--- config.mk ---
export PLATFORM = sky130hd
export DESIGN_NAME = enhanced_clock_page_replacer_flat
export DESIGN_NICKNAME = d
export VERILOG_FILES = /design/src/hdl/ecpr_pkg.sv /design/src/hdl/ecpr_req_if.sv /design/src/hdl/ecpr_rsp_if.sv /design/src/hdl/ecpr_ctrl.sv /design/src/hdl/ecpr_dp.sv /design/src/hdl/enhanced_clock_page_replacer.sv /design/src/flat_wrapper.sv
export SDC_FILE = /design/constraint.sdc
export NUM_CORES = 2
export LEC_CHECK = 0
export ABC_AREA = 0
export ABC_CLOCK_PERIOD_IN_PS = 7600
export BUFFER_PORTS_ARGS = -buffer_cell sky130_fd_sc_hd__buf_2
export CAP_MARGIN = 40
export CORE_ASPECT_RATIO = 0.6
export CORE_MARGIN = 2
export CORE_UTILIZATION = 50
export CTS_CLUSTER_DIAMETER = 50
export CTS_CLUSTER_SIZE = 25
export DETAILED_ROUTE_END_ITERATION = 16
export MAX_ROUTING_LAYER = met4
export PLACE_DENSITY_LB_ADDON = 0.1
export SETUP_SLACK_MARGIN = 0.5
export SLEW_MARGIN = 20
export SYNTH_ARGS = -nofsm -noshare
export SYNTH_HDL_FRONTEND = slang
export SYNTH_SLANG_ARGS = --single-unit
--- constraint.sdc ---
create_clock -name clock -period 7.6 [get_ports clock]
set_input_delay 0.38 -clock clock [delete_from_list [all_inputs] [get_ports clock]]
set_output_delay 0.38 -clock clock [all_outputs]
set_load 0.1 [all_outputs]
--- src/hdl/ecpr_pkg.sv ---
`default_nettype none

package ecpr_pkg;

   // Fixed field widths of the request and result items
   localparam int OPERATION_W = 2;
   localparam int PROCESS_W   = 2;
   localparam int PAGE_W      = 6;
   localparam int SET_SIZE_W  = 5;
   localparam int STATUS_W    = 2;

   // Default sizing of the tables
   localparam int DEF_PROCESSES = 4;
   localparam int DEF_PAGES     = 64;
   localparam int DEF_FRAMES    = 16;

   // Operation codes
   localparam logic [OPERATION_W-1:0] OP_INIT    = 2'd0;
   localparam logic [OPERATION_W-1:0] OP_TOUCH   = 2'd1;
   localparam logic [OPERATION_W-1:0] OP_REPLACE = 2'd2;

   // Status codes
   localparam logic [STATUS_W-1:0] ST_OK    = 2'd0;
   localparam logic [STATUS_W-1:0] ST_MISS  = 2'd1;
   localparam logic [STATUS_W-1:0] ST_EMPTY = 2'd2;

   // Controller to datapath
   typedef struct packed {
      logic latch_req;
      logic clr_step;
      logic init_step;
      logic touch_wr;
      logic set_miss;
      logic set_empty;
      logic scan_load;
      logic scan_step;
      logic commit;
      logic map_clr;
      logic map_set;
      logic rsp_load;
   } ecpr_cmd_type;

   // Datapath to controller
   typedef struct packed {
      logic clr_last;
      logic init_last;
      logic op_init;
      logic op_touch;
      logic op_replace;
      logic proc_ok;
      logic page_ok;
      logic set_empty;
      logic map_valid;
      logic scan_hit;
   } ecpr_stat_type;

endpackage

`default_nettype wire

--- src/hdl/ecpr_req_if.sv ---
`default_nettype none

interface ecpr_req_if import ecpr_pkg::*; ();
   logic                   valid;
   logic                   ready;
   logic [OPERATION_W-1:0] operation;
   logic [PROCESS_W-1:0]   process;
   logic [PAGE_W-1:0]      page;
   logic                   dirty_in;
   logic [SET_SIZE_W-1:0]  set_size;

   modport source (
      output valid, operation, process, page, dirty_in, set_size,
      input  ready
   );

   modport sink (
      input  valid, operation, process, page, dirty_in, set_size,
      output ready
   );
endinterface

`default_nettype wire

--- src/hdl/ecpr_rsp_if.sv ---
`default_nettype none

interface ecpr_rsp_if import ecpr_pkg::*; ();
   logic                valid;
   logic                ready;
   logic [PAGE_W-1:0]   victim_page;
   logic                victim_dirty;
   logic [STATUS_W-1:0] status;

   modport source (
      output valid, victim_page, victim_dirty, status,
      input  ready
   );

   modport sink (
      input  valid, victim_page, victim_dirty, status,
      output ready
   );
endinterface

`default_nettype wire

--- src/hdl/ecpr_ctrl.sv ---
`default_nettype none

module ecpr_ctrl import ecpr_pkg::*; (
   input  wire logic          clock,
   input  wire logic          reset,
   input  wire logic          req_valid,
   output logic               req_ready,
   output logic               rsp_valid,
   input  wire logic          rsp_ready,
   input  wire ecpr_stat_type stat,
   output ecpr_cmd_type       cmd
);

   typedef enum logic [3:0] {
      S_CLEAR,
      S_IDLE,
      S_DECODE,
      S_INIT,
      S_TOUCH,
      S_SCAN,
      S_COMMIT,
      S_MAP_CLR,
      S_MAP_SET,
      S_FINISH
   } state_type;

   state_type state_ff, state_in;
   logic      rsp_valid_ff, rsp_valid_in;

   always_ff @(posedge clock) begin
      if (reset) begin
         state_ff     <= S_CLEAR;
         rsp_valid_ff <= 1'b0;
      end else begin
         state_ff     <= state_in;
         rsp_valid_ff <= rsp_valid_in;
      end
   end

   assign req_ready = (state_ff == S_IDLE);
   assign rsp_valid = rsp_valid_ff;

   always_comb begin
      cmd          = '0;
      state_in     = state_ff;
      rsp_valid_in = rsp_valid_ff && !rsp_ready;
      case (state_ff)
         S_CLEAR: begin
            cmd.clr_step = 1'b1;
            if (stat.clr_last) state_in = S_IDLE;
         end
         S_IDLE: begin
            if (req_valid) begin
               cmd.latch_req = 1'b1;
               state_in      = S_DECODE;
            end
         end
         S_DECODE: begin
            if (stat.op_init) begin
               state_in = stat.proc_ok ? S_INIT : S_FINISH;
            end else if (stat.op_touch) begin
               if (stat.proc_ok && stat.page_ok) begin
                  state_in = S_TOUCH;
               end else begin
                  cmd.set_miss = 1'b1;
                  state_in     = S_FINISH;
               end
            end else if (stat.op_replace) begin
               if (stat.set_empty) begin
                  cmd.set_empty = 1'b1;
                  state_in      = S_FINISH;
               end else if (!stat.page_ok) begin
                  cmd.set_miss = 1'b1;
                  state_in     = S_FINISH;
               end else begin
                  cmd.scan_load = 1'b1;
                  state_in      = S_SCAN;
               end
            end else begin
               state_in = S_FINISH;
            end
         end
         S_INIT: begin
            cmd.init_step = 1'b1;
            if (stat.init_last) state_in = S_FINISH;
         end
         S_TOUCH: begin
            if (stat.map_valid) cmd.touch_wr = 1'b1;
            else cmd.set_miss = 1'b1;
            state_in = S_FINISH;
         end
         S_SCAN: begin
            cmd.scan_step = 1'b1;
            if (stat.scan_hit) state_in = S_COMMIT;
         end
         S_COMMIT: begin
            cmd.commit = 1'b1;
            state_in   = S_MAP_CLR;
         end
         S_MAP_CLR: begin
            cmd.map_clr = 1'b1;
            state_in    = S_MAP_SET;
         end
         S_MAP_SET: begin
            cmd.map_set = 1'b1;
            state_in    = S_FINISH;
         end
         S_FINISH: begin
            // wait for the output register to drain
            if (!rsp_valid_ff || rsp_ready) begin
               cmd.rsp_load = 1'b1;
               rsp_valid_in = 1'b1;
               state_in     = S_IDLE;
            end
         end
         default: begin
            state_in = S_IDLE;
         end
      endcase
   end

endmodule

`default_nettype wire

--- src/hdl/ecpr_dp.sv ---
`default_nettype none

module ecpr_dp import ecpr_pkg::*; #(
   parameter int PROCESSES = DEF_PROCESSES,
   parameter int PAGES     = DEF_PAGES,
   parameter int FRAMES    = DEF_FRAMES
) (
   input  wire logic                   clock,
   input  wire logic                   reset,
   input  wire logic [OPERATION_W-1:0] operation,
   input  wire logic [PROCESS_W-1:0]   process,
   input  wire logic [PAGE_W-1:0]      page,
   input  wire logic                   dirty_in,
   input  wire logic [SET_SIZE_W-1:0]  set_size,
   input  wire ecpr_cmd_type           cmd,
   output ecpr_stat_type               stat,
   output logic [PAGE_W-1:0]           victim_page,
   output logic                        victim_dirty,
   output logic [STATUS_W-1:0]         status
);

   localparam int PIX_W     = (PROCESSES > 1) ? $clog2(PROCESSES) : 1;
   localparam int PG_W      = $clog2(PAGES);
   localparam int FI_W      = (FRAMES > 1) ? $clog2(FRAMES) : 1;
   localparam int LIM       = (FRAMES < PAGES) ? FRAMES : PAGES;
   localparam int CNT_W     = $clog2(LIM + 1);
   localparam int SPG_W     = ($clog2(LIM) > PAGE_W) ? $clog2(LIM) : PAGE_W;
   localparam int MAP_AW    = PIX_W + PG_W;
   localparam int FR_AW     = PIX_W + FI_W;
   localparam int MAP_W     = FI_W + 1;
   localparam int MAP_DEPTH = 1 << MAP_AW;
   localparam int FR_DEPTH  = 1 << FR_AW;

   // latched request
   logic [OPERATION_W-1:0] op_ff;
   logic [PIX_W-1:0]       pidx_ff;
   logic                   proc_ok_ff;
   logic [PAGE_W-1:0]      page_ff;
   logic                   page_ok_ff;
   logic                   din_ff;
   logic [CNT_W-1:0]       size_ff;

   // per-process state
   logic [CNT_W-1:0] fis_ff  [PROCESSES];
   logic [FI_W-1:0]  hand_ff [PROCESSES];

   logic [MAP_AW-1:0] clr_ff;
   logic [PG_W-1:0]   init_i_ff;

   // scan issue and evaluate stages
   logic [FI_W-1:0]  iss_hand_ff;
   logic [CNT_W-1:0] iss_k_ff;
   logic [1:0]       iss_sw_ff;
   logic             iss_live_ff;
   logic             ev_valid_ff;
   logic [FI_W-1:0]  ev_hand_ff;
   logic [1:0]       ev_sw_ff;

   // chosen frame
   logic [FI_W-1:0]  vic_fi_ff;
   logic [SPG_W-1:0] vic_page_ff;
   logic             vic_dirty_ff;
   logic [FI_W-1:0]  next_hand_ff;

   logic [PAGE_W-1:0]   res_page_ff;
   logic                res_dirty_ff;
   logic [STATUS_W-1:0] res_status_ff;
   logic [PAGE_W-1:0]   out_page_ff;
   logic                out_dirty_ff;
   logic [STATUS_W-1:0] out_status_ff;

   // memories: flags are {used, dirty}
   logic [SPG_W-1:0] page_mem [FR_DEPTH];
   logic [1:0]       flag_mem [FR_DEPTH];
   logic [MAP_W-1:0] map_mem  [MAP_DEPTH];
   logic [SPG_W-1:0] page_rd_ff;
   logic [1:0]       flag_rd_ff;
   logic [MAP_W-1:0] map_rd_ff;

   logic [CNT_W-1:0]  cur_size;
   logic [PG_W-1:0]   pg_idx;
   logic [PG_W-1:0]   vic_idx;
   logic              vic_ok;
   logic              init_in_set;
   logic              init_last;
   logic              ev_used;
   logic              ev_dirty;
   logic              scan_hit;
   logic              scan_clear;
   logic [FI_W-1:0]   map_fi;
   logic              iss_k_last;

   logic              flag_we;
   logic              page_we;
   logic [FR_AW-1:0]  fr_wa;
   logic [FR_AW-1:0]  fr_ra;
   logic [1:0]        flag_wd;
   logic [SPG_W-1:0]  page_wd;
   logic              map_we;
   logic [MAP_AW-1:0] map_wa;
   logic [MAP_AW-1:0] map_ra;
   logic [MAP_W-1:0]  map_wd;

   function automatic logic [FI_W-1:0] wrap_next(input logic [FI_W-1:0]  h,
                                                 input logic [CNT_W-1:0] n);
      logic [FI_W-1:0] r;
      if (CNT_W'(h) + CNT_W'(1) == n) r = '0;
      else r = h + FI_W'(1);
      return r;
   endfunction

   assign cur_size    = fis_ff[pidx_ff];
   assign pg_idx      = PG_W'(page_ff);
   assign vic_idx     = PG_W'(vic_page_ff);
   assign vic_ok      = int'(vic_page_ff) < PAGES;
   assign init_in_set = int'(init_i_ff) < int'(size_ff);
   assign init_last   = (init_i_ff == PG_W'(PAGES - 1));
   assign ev_used     = flag_rd_ff[1];
   assign ev_dirty    = flag_rd_ff[0];
   // clean sweeps take an unused clean frame, dirty sweeps an unused dirty one
   assign scan_hit    = cmd.scan_step && ev_valid_ff && !ev_used && (ev_dirty == ev_sw_ff[0]);
   assign scan_clear  = cmd.scan_step && ev_valid_ff && ev_sw_ff[0] && !scan_hit;
   assign map_fi      = map_rd_ff[FI_W-1:0];
   assign iss_k_last  = (iss_k_ff + CNT_W'(1) == cur_size);

   always_comb begin
      stat.clr_last   = &clr_ff;
      stat.init_last  = init_last;
      stat.op_init    = (op_ff == OP_INIT);
      stat.op_touch   = (op_ff == OP_TOUCH);
      stat.op_replace = (op_ff == OP_REPLACE);
      stat.proc_ok    = proc_ok_ff;
      stat.page_ok    = page_ok_ff;
      stat.set_empty  = !proc_ok_ff || (cur_size == '0);
      stat.map_valid  = map_rd_ff[MAP_W-1];
      stat.scan_hit   = scan_hit;
   end

   // frame memory ports
   always_comb begin
      flag_we = 1'b0;
      page_we = 1'b0;
      fr_wa   = {pidx_ff, ev_hand_ff};
      flag_wd = {1'b0, ev_dirty};
      page_wd = SPG_W'(page_ff);
      if (cmd.init_step && init_in_set) begin
         flag_we = 1'b1;
         page_we = 1'b1;
         fr_wa   = {pidx_ff, FI_W'(init_i_ff)};
         flag_wd = 2'b00;
         page_wd = SPG_W'(init_i_ff);
      end
      if (cmd.touch_wr) begin
         flag_we = 1'b1;
         fr_wa   = {pidx_ff, map_fi};
         flag_wd = {1'b1, din_ff};
      end
      if (scan_clear) begin
         flag_we = 1'b1;
      end
      if (cmd.commit) begin
         flag_we = 1'b1;
         page_we = 1'b1;
         fr_wa   = {pidx_ff, vic_fi_ff};
         flag_wd = 2'b10;
      end
   end

   assign fr_ra = {pidx_ff, iss_hand_ff};

   // write-first on the flags, so a used bit cleared in the same cycle as the read is seen
   always_ff @(posedge clock) begin
      if (flag_we) flag_mem[fr_wa] <= flag_wd;
      if (page_we) page_mem[fr_wa] <= page_wd;
      if (flag_we && (fr_wa == fr_ra)) flag_rd_ff <= flag_wd;
      else flag_rd_ff <= flag_mem[fr_ra];
      page_rd_ff <= page_mem[fr_ra];
   end

   // page map ports
   always_comb begin
      map_we = 1'b0;
      map_wa = {pidx_ff, pg_idx};
      map_wd = '0;
      if (cmd.clr_step) begin
         map_we = 1'b1;
         map_wa = clr_ff;
      end
      if (cmd.init_step) begin
         map_we = 1'b1;
         map_wa = {pidx_ff, init_i_ff};
         map_wd = init_in_set ? {1'b1, FI_W'(init_i_ff)} : '0;
      end
      // drop the victim's mapping only if it still points at this frame
      if (cmd.map_clr && vic_ok && (map_rd_ff == {1'b1, vic_fi_ff})) begin
         map_we = 1'b1;
         map_wa = {pidx_ff, vic_idx};
      end
      if (cmd.map_set) begin
         map_we = 1'b1;
         map_wd = {1'b1, vic_fi_ff};
      end
   end

   assign map_ra = cmd.commit ? {pidx_ff, vic_idx} : {pidx_ff, pg_idx};

   always_ff @(posedge clock) begin
      if (map_we) map_mem[map_wa] <= map_wd;
      map_rd_ff <= map_mem[map_ra];
   end

   // control state
   always_ff @(posedge clock) begin
      if (reset) begin
         clr_ff      <= '0;
         iss_live_ff <= 1'b0;
         ev_valid_ff <= 1'b0;
         for (int i = 0; i < PROCESSES; i++) begin
            fis_ff[i]  <= '0;
            hand_ff[i] <= '0;
         end
      end else begin
         if (cmd.clr_step) clr_ff <= clr_ff + MAP_AW'(1);
         if (cmd.init_step && init_last) begin
            fis_ff[pidx_ff]  <= size_ff;
            hand_ff[pidx_ff] <= '0;
         end
         if (cmd.commit) hand_ff[pidx_ff] <= next_hand_ff;
         if (cmd.scan_load) begin
            iss_live_ff <= 1'b1;
            ev_valid_ff <= 1'b0;
         end else if (cmd.scan_step) begin
            ev_valid_ff <= iss_live_ff;
            if (iss_live_ff && iss_k_last && (iss_sw_ff == 2'd3)) iss_live_ff <= 1'b0;
         end
      end
   end

   // payload
   always_ff @(posedge clock) begin
      if (cmd.latch_req) begin
         op_ff         <= operation;
         pidx_ff       <= PIX_W'(process);
         proc_ok_ff    <= int'(process) < PROCESSES;
         page_ff       <= page;
         page_ok_ff    <= int'(page) < PAGES;
         din_ff        <= dirty_in;
         size_ff       <= (int'(set_size) > LIM) ? CNT_W'(LIM) : CNT_W'(set_size);
         init_i_ff     <= '0;
         res_page_ff   <= '0;
         res_dirty_ff  <= 1'b0;
         res_status_ff <= ST_OK;
      end
      if (cmd.init_step) init_i_ff <= init_i_ff + PG_W'(1);
      if (cmd.set_miss) res_status_ff <= ST_MISS;
      if (cmd.set_empty) res_status_ff <= ST_EMPTY;
      if (cmd.scan_load) begin
         iss_hand_ff <= hand_ff[pidx_ff];
         iss_k_ff    <= '0;
         iss_sw_ff   <= 2'd0;
      end else if (cmd.scan_step && iss_live_ff) begin
         ev_hand_ff  <= iss_hand_ff;
         ev_sw_ff    <= iss_sw_ff;
         iss_hand_ff <= wrap_next(iss_hand_ff, cur_size);
         if (iss_k_last) begin
            iss_k_ff  <= '0;
            iss_sw_ff <= iss_sw_ff + 2'd1;
         end else begin
            iss_k_ff <= iss_k_ff + CNT_W'(1);
         end
      end
      if (scan_hit) begin
         vic_fi_ff    <= ev_hand_ff;
         vic_page_ff  <= page_rd_ff;
         vic_dirty_ff <= ev_dirty;
         next_hand_ff <= wrap_next(ev_hand_ff, cur_size);
      end
      if (cmd.commit) begin
         res_page_ff  <= PAGE_W'(vic_page_ff);
         res_dirty_ff <= vic_dirty_ff;
      end
      if (cmd.rsp_load) begin
         out_page_ff   <= res_page_ff;
         out_dirty_ff  <= res_dirty_ff;
         out_status_ff <= res_status_ff;
      end
   end

   assign victim_page  = out_page_ff;
   assign victim_dirty = out_dirty_ff;
   assign status       = out_status_ff;

endmodule

`default_nettype wire

--- src/hdl/enhanced_clock_page_replacer.sv ---
`default_nettype none

// Channel   Role     Handshake     Payload
// req_ch    sink     valid/ready   operation, process, page, dirty_in, set_size
// rsp_ch    source   valid/ready   victim_page, victim_dirty, status
//
// One request at a time, one response per request. A replace that finds a
// nonempty set and a valid page runs the clock scan, which reads one frame
// a cycle from the frame memory. After reset the page map is cleared, one
// entry a cycle, and req_ch.ready stays low meanwhile. The response sits in
// an output register: the next request is taken while it waits, and stalls
// only at its own completion.

module enhanced_clock_page_replacer import ecpr_pkg::*; #(
   parameter int PROCESSES = DEF_PROCESSES,
   parameter int PAGES     = DEF_PAGES,
   parameter int FRAMES    = DEF_FRAMES
) (
   input wire logic    clock,
   input wire logic    reset,
   ecpr_req_if.sink    req_ch,
   ecpr_rsp_if.source  rsp_ch
);

   ecpr_cmd_type  cmd;
   ecpr_stat_type stat;

   ecpr_ctrl u_ctrl (
      .clock     (clock),
      .reset     (reset),
      .req_valid (req_ch.valid),
      .req_ready (req_ch.ready),
      .rsp_valid (rsp_ch.valid),
      .rsp_ready (rsp_ch.ready),
      .stat      (stat),
      .cmd       (cmd)
   );

   ecpr_dp #(
      .PROCESSES (PROCESSES),
      .PAGES     (PAGES),
      .FRAMES    (FRAMES)
   ) u_dp (
      .clock        (clock),
      .reset        (reset),
      .operation    (req_ch.operation),
      .process      (req_ch.process),
      .page         (req_ch.page),
      .dirty_in     (req_ch.dirty_in),
      .set_size     (req_ch.set_size),
      .cmd          (cmd),
      .stat         (stat),
      .victim_page  (rsp_ch.victim_page),
      .victim_dirty (rsp_ch.victim_dirty),
      .status       (rsp_ch.status)
   );

endmodule

`default_nettype wire

--- src/flat_wrapper.sv ---
// flat-port wrapper written by rule: the top's interface ports become plain ports
module enhanced_clock_page_replacer_flat import ecpr_pkg::*;
#(
   parameter int PROCESSES = DEF_PROCESSES,
   parameter int PAGES     = DEF_PAGES,
   parameter int FRAMES    = DEF_FRAMES
)
  (clock, reset, req_ch_valid, req_ch_operation, req_ch_process, req_ch_page, req_ch_dirty_in, req_ch_set_size, req_ch_ready, rsp_ch_valid, rsp_ch_victim_page, rsp_ch_victim_dirty, rsp_ch_status, rsp_ch_ready);
  ecpr_req_if req_ch_i ();
  ecpr_rsp_if rsp_ch_i ();
  input wire logic clock;
  input wire logic reset;
  input wire logic [$bits(req_ch_i.valid)-1:0] req_ch_valid;
  input wire logic [$bits(req_ch_i.operation)-1:0] req_ch_operation;
  input wire logic [$bits(req_ch_i.process)-1:0] req_ch_process;
  input wire logic [$bits(req_ch_i.page)-1:0] req_ch_page;
  input wire logic [$bits(req_ch_i.dirty_in)-1:0] req_ch_dirty_in;
  input wire logic [$bits(req_ch_i.set_size)-1:0] req_ch_set_size;
  output wire logic [$bits(req_ch_i.ready)-1:0] req_ch_ready;
  output wire logic [$bits(rsp_ch_i.valid)-1:0] rsp_ch_valid;
  output wire logic [$bits(rsp_ch_i.victim_page)-1:0] rsp_ch_victim_page;
  output wire logic [$bits(rsp_ch_i.victim_dirty)-1:0] rsp_ch_victim_dirty;
  output wire logic [$bits(rsp_ch_i.status)-1:0] rsp_ch_status;
  input wire logic [$bits(rsp_ch_i.ready)-1:0] rsp_ch_ready;
  assign req_ch_i.valid = req_ch_valid;
  assign req_ch_i.operation = req_ch_operation;
  assign req_ch_i.process = req_ch_process;
  assign req_ch_i.page = req_ch_page;
  assign req_ch_i.dirty_in = req_ch_dirty_in;
  assign req_ch_i.set_size = req_ch_set_size;
  assign req_ch_ready = req_ch_i.ready;
  assign rsp_ch_valid = rsp_ch_i.valid;
  assign rsp_ch_victim_page = rsp_ch_i.victim_page;
  assign rsp_ch_victim_dirty = rsp_ch_i.victim_dirty;
  assign rsp_ch_status = rsp_ch_i.status;
  assign rsp_ch_i.ready = rsp_ch_ready;
  enhanced_clock_page_replacer #(.PROCESSES(PROCESSES), .PAGES(PAGES), .FRAMES(FRAMES)) u_core (.clock(clock), .reset(reset), .req_ch(req_ch_i), .rsp_ch(rsp_ch_i));
endmodule
==> metrics.txt <==
outcome completed; die area 157000 um2; cell with the most instances after synthesis edfxtp_1; H-tree depth 4; Avg Cell Area, Syn 16.6 um2; first-pass GRT wire length 315000 um; P&R area growth vs syn 9.92%; total wire length 223000 um; Worst Tran Pin Value 1010 ps; busiest layer in global routing met1; Post-Place Setup Slack 2670 ps; DP Wirelength 139000 um; die height 308 um; Port Buf Inserts 30; DRT antenna net count 0; Clock Path Buffers 3; Leakage Power 24.6 nW; class of the worst hold path in2reg; Netlist cell types 73; I/O pin cnt 31; PostCTS Resize Cnt 0; dpl cell area 79600 um2; Mapped Cells 4634; Residual DRC 0; unrepaired setup endpoints after global routing no; fmax 0.191 GHz; CTS sink cnt 1933; CTS tree yes; final instance area 84600 um2; most area-hungry cell type in the Yosys netlist edfxtp_1; Synth async-reset ratio 0; drt initial violations 7275; r2r worst-path depth 11; crit path to u_core.u_dp.map_rd_ff[4]; share of the synthesized area in the top cell type 0.737; post-route minimum period 5240 ps; DP Cell Count 6545; met1 Track Usage GR 0.458; Startpoint Class register; Via density 6.46; hold buffers post-CTS 17; final worst-path setup slack 2360 ps; proportion of layout cells with a drive suffix above 1 0.159; M3 GR Usage 0.108; wire length per cell 32.7 um; # setup viols final 0; Total GRT Usage 0.292; first-pass detailed-route iteration total 5; Cell Pwr Density 232 nW/um2; syn_nets 4664; critical path class reg2reg; worst-path fanout max 24; Peak VDD IR 0.246 mV; total gr overflow 0; Critical Path Start u_core.u_ctrl.state_ff[1]; CP arrival 5890 ps; Post-synth EDFFs 1890; Slew Viols, Final 0; Max-slew headroom 0.324; Vias 44000; CTS root buf clkbuf_16; crit end category register; Initial Util 0.504; initial antenna violation count 13; final clock skew 36.2 ps; vias in the first global route 41000; Synth area leaders edfxtp_1 74%, mux4_2 9.4%, nand2_1 3.0%; r2r startpoint u_core.u_ctrl.state_ff[1]; Post-Syn Area 77000 um2; yosys synthesis warning count 0; Clk Latency, worst-skew pair 810 ps; Critical R2R Capture u_core.u_dp.map_rd_ff[4]; top_reg_cell synth edfxtp_1; largest net degree at the start of global routing 169; postcts setup bufs 0; nets 4704; CORE AREA 153000 um2; Seq/Total Area, Yosys 0.748; Num CTS Buffers 136; Sum Neg Setup Slack 0 ps; Routability Congestion 0.934; clk slew on worst S/H paths 80 ps; worst path required time 8250 ps; R2R Setup Slk 2360 ps; Final Non-Filler Cells 6816; final period utilization 0.690; row count 111; commonest cells in the synthesized netlist 1890 x edfxtp_1, 623 x nand2_1, 494 x nor2_1; Max-Cap Viols 0; final hold vios 0; worst hold slack 103 ps; met2 usage 0.352; Die Wd 511 um; number of synthesized register bits 1933
[kinds of logic after synthesis]
logic type | after synthesis | share of synthesized area
AO/OA/AOI/OAI | 542 | 0.0455
XOR/XNOR | 33 | 0.00375
adder cells (fa/ha/maj) | 10 | 0.00162
buffers and inverters | 295 | 0.0193
flip-flops | 1933 | 0.748
multiplexers | 388 | 0.104
AND/OR/NAND/NOR | 1433 | 0.0778
[state kept, by name (all words and copies together) (netlist names), 8 cells and up, named ones only]
| register | count |
|---|---|
| u_core.u_dp.clr_ff | 8 |
| u_core.u_dp.flag_mem | 128 |
| u_core.u_dp.fis_ff | 20 |
| u_core.u_dp.map_mem | 1280 |
| u_core.u_dp.page_mem | 384 |
| u_core.u_dp.hand_ff | 16 |
[worst min path at each step]
stage,from,to,slack [ps],cells past startpoint
floorplan,u_core.u_dp.iss_hand_ff[3],register,360,0
global placement,u_core.u_dp.page_rd_ff[1],u_core.u_dp.vic_idx[1],390,0
detailed placement,u_core.u_dp.page_rd_ff[4],u_core.u_dp.vic_idx[4],390,0
CTS,reset,u_core.u_dp.iss_live_ff,50,2
global route,reset,u_core.u_dp.clr_ff[3],100,2
finish,reset,u_core.u_dp.iss_live_ff,100,2
[per-layer routing]
layer,up-vias,wire (um)
met4,0,4020
li1,18200,-
met2,2752,86100
met3,254,31700
met5,-,0
met1,22900,101000
[worst max-delay path, cell delays in order, from the launching register on]
cell	delay [ps]
dfxtp_1	650
and4bb_4	630
mux2_2	390
buf_4	300
nor2_1	730
nand2_1	780
o22ai_1	360
or3_1	240
a31oi_1	130
nor4_1	530
buf_2	260
nor4_1	60
[area by class of cell]
| cell class | count | area (um2) |
|---|---|---|
| diodes | 2 | 5.00 |
| clock buffers | 148 | 3600 |
| clock inverters | 96 | 1170 |
| fillers | 12000 | 68100 |
| inverters | 23 | 86.3 |
| multi-input cells | 2406 | 18100 |
| flip-flops and latches | 1933 | 57600 |
| well taps | 2034 | 2540 |
| repair buffers | 174 | 1520 |
[power breakdown]
part / total (mW) / switching (mW) / internal (mW) / leakage [nW]
Clock: 8.04 / 4.00 / 4.04 / 2.32
Sequential: 11.5 / 0.00676 / 11.5 / 15.0
Combinational: 0.102 / 0.0739 / 0.0282 / 7.32
[cell usage in the layout (no fill, tap or decap), types with 14 or more instances in the layout]
master	netlist	final
edfxtp_1	1890	1890
nand2_1	623	614
nor2_1	494	483
mux4_2	323	323
a21oi_1	190	189
nand3_1	154	154
clkbuf_16	0	143
buf_4	35	97
a22oi_1	91	91
a31oi_1	58	58
mux2i_1	52	49
dfxtp_1	43	43
o22ai_1	40	40
o21ai_0	39	39
nand4_1	35	35
buf_2	79	35
a32oi_1	26	26
nor3_1	25	25
inv_1	22	22
a221oi_1	22	22
inv_8	0	21
inv_6	0	19
xnor2_1	18	18
nor2b_1	18	18
dlygate4sd3_1	0	17
nand2b_1	16	16
and3_1	16	16
xor2_1	15	15
buf_12	0	15
a21o_1	14	14
[stage by stage]
| step | utilization | power (mW) |
|---|---|---|
| after global placement | 0.520 | 11.9 |
| after global routing | 0.554 | 20.1 |
| final | 0.554 | 19.7 |
| after detailed placement | 0.521 | 11.9 |
| after floorplan | - | 11.8 |
| after CTS | 0.554 | 19.7 |
No activity file was read; power rests on OpenSTA's default activity.
